### config.mk
export PLATFORM = sky130hd
export DESIGN_NAME = mwsr_front
export DESIGN_NICKNAME = d
export VERILOG_FILES = /design/src/mwsr_pkg.sv /design/src/mwsr_front.sv
export SDC_FILE = /design/constraint.sdc
export NUM_CORES = 1
export LEC_CHECK = 0
export BUFFER_PORTS_ARGS = -buffer_cell sky130_fd_sc_hd__buf_4
export CAP_MARGIN = 20
export CORE_UTILIZATION = 55
export CTS_CLUSTER_SIZE = 14
export DETAILED_ROUTE_END_ITERATION = 10
export PLACE_DENSITY_LB_ADDON = 0.2
export SYNTH_ARGS = -nofsm -noshare
export SYNTH_HDL_FRONTEND = slang
export SYNTH_SLANG_ARGS = --single-unit
### constraint.sdc
create_clock -name i_clk -period 13 [get_ports i_clk]
set_clock_uncertainty 0.15 [all_clocks]
set_input_delay 0.65 -clock i_clk [delete_from_list [all_inputs] [get_ports i_clk]]
set_output_delay 0.65 -clock i_clk [all_outputs]
set_load 0.01 [all_outputs]
### src/mwsr_pkg.sv
`default_nettype none

package mwsr_pkg;

    // Fixed-point layout of the cell words
    localparam int FRAC       = 16;
    localparam int WORD_W     = 32;
    localparam int GAMMA_W    = 14;
    localparam int ONE_Q12    = 4096;
    localparam int DIV_W      = 52;   // widest dividend: (g << FRAC)
    localparam int DIVISOR_W  = 31;   // positive density
    localparam int ROOT_W     = 32;
    localparam int RAD_W      = 2 * ROOT_W;

    // One cell word as held between front and back
    typedef struct packed {
        logic [WORD_W-1:0] density;
        logic [WORD_W-1:0] momentum_x;
        logic [WORD_W-1:0] momentum_y;
        logic [WORD_W-1:0] momentum_z;
        logic [WORD_W-1:0] total_energy;
        logic              last_cell;
        logic              skip;
    } t_cell;

    typedef enum logic [4:0] {
        S_IDLE,
        S_UGO,
        S_UWAIT,
        S_USQ,
        S_UACC,
        S_KIN,
        S_DIFF,
        S_PRES,
        S_GAM,
        S_AGO,
        S_AWAIT,
        S_SQA_GO,
        S_SQA_WAIT,
        S_SQS_GO,
        S_SQS_WAIT,
        S_WAVE,
        S_FINISH
    } t_state;

endpackage

`default_nettype wire

### src/mwsr_front.sv
`default_nettype none

module mwsr_front
    import mwsr_pkg::*;
(
    input  wire logic  i_clk,
    input  wire logic  i_rst_n,
    input  wire logic  i_push,
    input  wire t_cell i_cell,
    output logic       o_full,
    output logic       o_valid,
    output t_cell      o_cell,
    input  wire logic  i_take
);

    t_cell       r_mem [2];
    logic        r_wp;
    logic        r_rp;
    logic [1:0]  r_cnt;
    logic        wr;
    logic        rd;
    t_cell       cls;

    assign o_full  = (r_cnt == 2'd2);
    assign o_valid = (r_cnt != 2'd0);
    assign o_cell  = r_mem[r_rp];
    assign wr      = i_push && !o_full;
    assign rd      = i_take && o_valid;

    // Classify: mark cells with non-positive density for skipping
    always_comb begin
        cls      = i_cell;
        cls.skip = i_cell.density[WORD_W-1] || (i_cell.density == '0);
    end

    // Store words
    always_ff @(posedge i_clk) begin
        if (wr) begin
            r_mem[r_wp] <= cls;
        end
    end

    // Advance pointers and count
    always_ff @(posedge i_clk) begin
        if (!i_rst_n) begin
            r_wp  <= 1'b0;
            r_rp  <= 1'b0;
            r_cnt <= 2'd0;
        end else begin
            if (wr) r_wp <= !r_wp;
            if (rd) r_rp <= !r_rp;
            case ({wr, rd})
                2'b10:   r_cnt <= r_cnt + 2'd1;
                2'b01:   r_cnt <= r_cnt - 2'd1;
                default: r_cnt <= r_cnt;
            endcase
        end
    end

endmodule

`default_nettype wire

==> impl_metrics.env <==
export IMPL_outcome="finished clean"
export IMPL_use_met1=0.2289
export IMPL_fmax_mhz=249.7
export IMPL_gp_congestion=0.7272
export IMPL_io_buffers=328
export IMPL_dpl_worst_slack_ns=9.517
export IMPL_met2_usage=0.3569
export IMPL_synth_area_per_cell_um2=22.14
export IMPL_cts_resized=0
export IMPL_rows=53
export IMPL_crit_type="reg2out"
export IMPL_fillers=1312
export IMPL_syn_instance_count=542
export IMPL_reg2reg_setup_slack_ns=9.83
export IMPL_vdd_drop_max_v=0.0001255
export IMPL_grtUsageTotal=0.2016
export IMPL_overflow=0
export IMPL_pwr_density_cell_mw_per_mm2=194.3
export IMPL_worst_slew_pin_slew_ns=1.081
export IMPL_r2r_end="r_mem[0][5]"
export IMPL_ys_warnings_count=0
export IMPL_fin_nets=1056
export IMPL_ys_types=22
export IMPL_rsz0062_at_grt="false"
export IMPL_core_area_mm2=0.02122
export IMPL_cts_made_buffers=31
export IMPL_syn_cell_area_mm2=0.01200
export IMPL_die_area_mm2=0.02241
export IMPL_tns_ns=0
export IMPL_cts_buffer_depth=3
export IMPL_drc=0
export IMPL_p_leak_nw=5.784
export IMPL_die_height_um=149.7
export IMPL_via_per_inst=5.245
export IMPL_numClockSinks=329
export IMPL_firstDrtPassIters=4
export IMPL_syn_num_nets=709
export IMPL_synthDominantCellAreaShare=0.8108
export IMPL_rr_worst_depth=5
export IMPL_critPathArrivalTime_ns=3.20
export IMPL_diodes=0
export IMPL_synth_seq_cells=329
export IMPL_first_iter_violations=253
export IMPL_cts_hold_buffers=0
export IMPL_post_cts_buffers=0
export IMPL_vias=6226
export IMPL_grt_max_degree=94
export IMPL_yosys_area_top_type="edfxtp_1"
export IMPL_hold_end="r_mem[0][8]"
export IMPL_drive_gt1_frac=0.5899
export IMPL_synth_seq_area_share=0.8191
export IMPL_area_growth_pct=30.23
export IMPL_hold_path_class="in2reg"
export IMPL_min_from="i_cell[8]"
export IMPL_grtUsageMet3=0.05762
export IMPL_hold_viol=0
export IMPL_hold_depth=1
export IMPL_maxSlewViolCount=0
export IMPL_path_max_fanout=82
export IMPL_root_buffer="clkbuf_16"
export IMPL_cts_tree="built"
export IMPL_worst_slack_ns=8.996
export IMPL_clk_latency_ns=0.54
export IMPL_busiest_layer="met2"
export IMPL_initial_core_util=0.5655
export IMPL_endpoint_kind="output pin"
export IMPL_ios=330
export IMPL_grt_pass1_vias=6500
export IMPL_synth_area_leaders="edfxtp_1, mux2_2, buf_6"
export IMPL_setup_viol=0
export IMPL_startpoint_type="register"
export IMPL_slew_headroom=0.2792
export IMPL_ant_nets=0
export IMPL_drv_cap=0
export IMPL_clk_pin_slew_ns=0.06
export IMPL_fin_crit_ns=4.004
export IMPL_drt_wl_total_um=23650
export IMPL_dp_hpwl_um=15650
export IMPL_finalCritPeriodShare=0.3080
export IMPL_grt_pass1_wl_um=34160
export IMPL_htreeDepth=1
export IMPL_antenna_found_initial=0
export IMPL_worstReg2RegStart="r_cnt[0]"
export IMPL_die_w_um=149.7
export IMPL_cp_data_required_time_ns=12.20
export IMPL_wl_per_cell_um=19.92
registers in the layout, summed over array words and instances (netlist names), named ones only:
register	count
r_mem	324
r_cnt	2
r_rp	1
r_wp	1
layout make-up:
cell class	count	area, um^2	share of cell area
Clock buffer	40	809.5	0.05180
Clock inverter	16	93.84	0.006005
Inverter	4	20.02	0.001281
Multi-Input combinational cell	191	2014	0.1289
Sequential cell	329	9833	0.6292
Tap cell	275	344.1	0.02202
Timing Repair Buffer	332	2512	0.1608
through the flow:
step                      area, um^2  hold slack [ns]  total power [mW]  utilization  cells
after floorplan                12000           0.3083             1.886            -    542
after global placement         14700           0.3365             2.229       0.6926   1130
after detailed placement       14700           0.3544             2.259       0.6926   1130
after CTS                      15600           0.1146             3.066       0.7351   1186
after global routing           15630           0.1190             3.161       0.7364   1187
final                          15630           0.1367             3.036       0.7364   1187
worst max path at each step:
| stage | from | end | slack (ns) | cells past startpoint |
|---|---|---|---|---|
| floorplan | i_push | r_mem[1][0] | 7.89 | 1 |
| global placement | register | o_cell[75] | 9.58 | 3 |
| detailed placement | register | o_cell[79] | 9.52 | 3 |
| CTS | register | o_cell[70] | 8.94 | 3 |
| global route | register | o_cell[124] | 8.79 | 3 |
| finish | register | o_cell[129] | 9.00 | 3 |
cell usage in the layout (no fill, tap or decap):
cell / synthesis / routed
bufinv_16: 0 / 1
clkinv_1: 0 / 9
xor2_1: 1 / 1
inv_1: 3 / 2
nor4_1: 8 / 8
or3_1: 2 / 2
edfxtp_1: 324 / 324
o21bai_1: 1 / 1
nor2_1: 3 / 3
nand4_1: 2 / 2
nand2_1: 1 / 1
or2_2: 1 / 1
buf_16: 0 / 1
clkbuf_1: 0 / 9
mux2_2: 162 / 162
inv_2: 1 / 1
a21oi_1: 2 / 2
dfxtp_1: 5 / 4
xnor2_1: 2 / 2
nand2b_2: 1 / 1
clkbuf_16: 0 / 31
inv_6: 0 / 1
buf_4: 0 / 331
ha_1: 1 / 1
dfxtp_4: 0 / 1
and3_4: 0 / 1
clkinv_2: 0 / 6
o21a_1: 1 / 1
o21ai_0: 2 / 2
worst max-delay path, stage by stage (launching register included):
cell     delay, ns
dfxtp_4       1.04
buf_4         0.92
mux2_2        0.43
buf_4         0.14
power by group:
part / internal, mW / switching, mW / total (mW)
logic: 0.442 / 0.377 / 0.819
registers: 1.34 / 0.0710 / 1.41
clock network: 0.454 / 0.351 / 0.805
total: 2.24 / 0.800 / 3.04
layer usage:
metal,vias up,wire length [um]
li1,2853,-
met1,3062,8532
met2,254,12280
met3,57,1911
met4,0,926
met5,-,0
cells in the mapped netlist:
| library cell | count |
|---|---|
| a21oi_1 | 2 |
| and3_1 | 1 |
| buf_2 | 9 |
| buf_6 | 9 |
| dfxtp_1 | 5 |
| edfxtp_1 | 324 |
| ha_1 | 1 |
| inv_1 | 3 |
| inv_2 | 1 |
| mux2_2 | 162 |
| nand2_1 | 1 |
| nand2b_2 | 1 |
| nand4_1 | 2 |
| nor2_1 | 3 |
| nor4_1 | 8 |
| o21a_1 | 1 |
| o21ai_0 | 2 |
| o21bai_1 | 1 |
| or2_2 | 1 |
| or3_1 | 2 |
| xnor2_1 | 2 |
| xor2_1 | 1 |
cells by family after synthesis:
kind of cell	synth area share
flip-flops	0.8191
AO/OA/AOI/OAI	0.002920
XOR/XNOR	0.002190
AND/OR/NAND/NOR	0.009280
adder cells (fa/ha/maj)	0.001042
buffers and inverters	0.01345
multiplexers	0.1520
(Power assumes the default switching activity.)
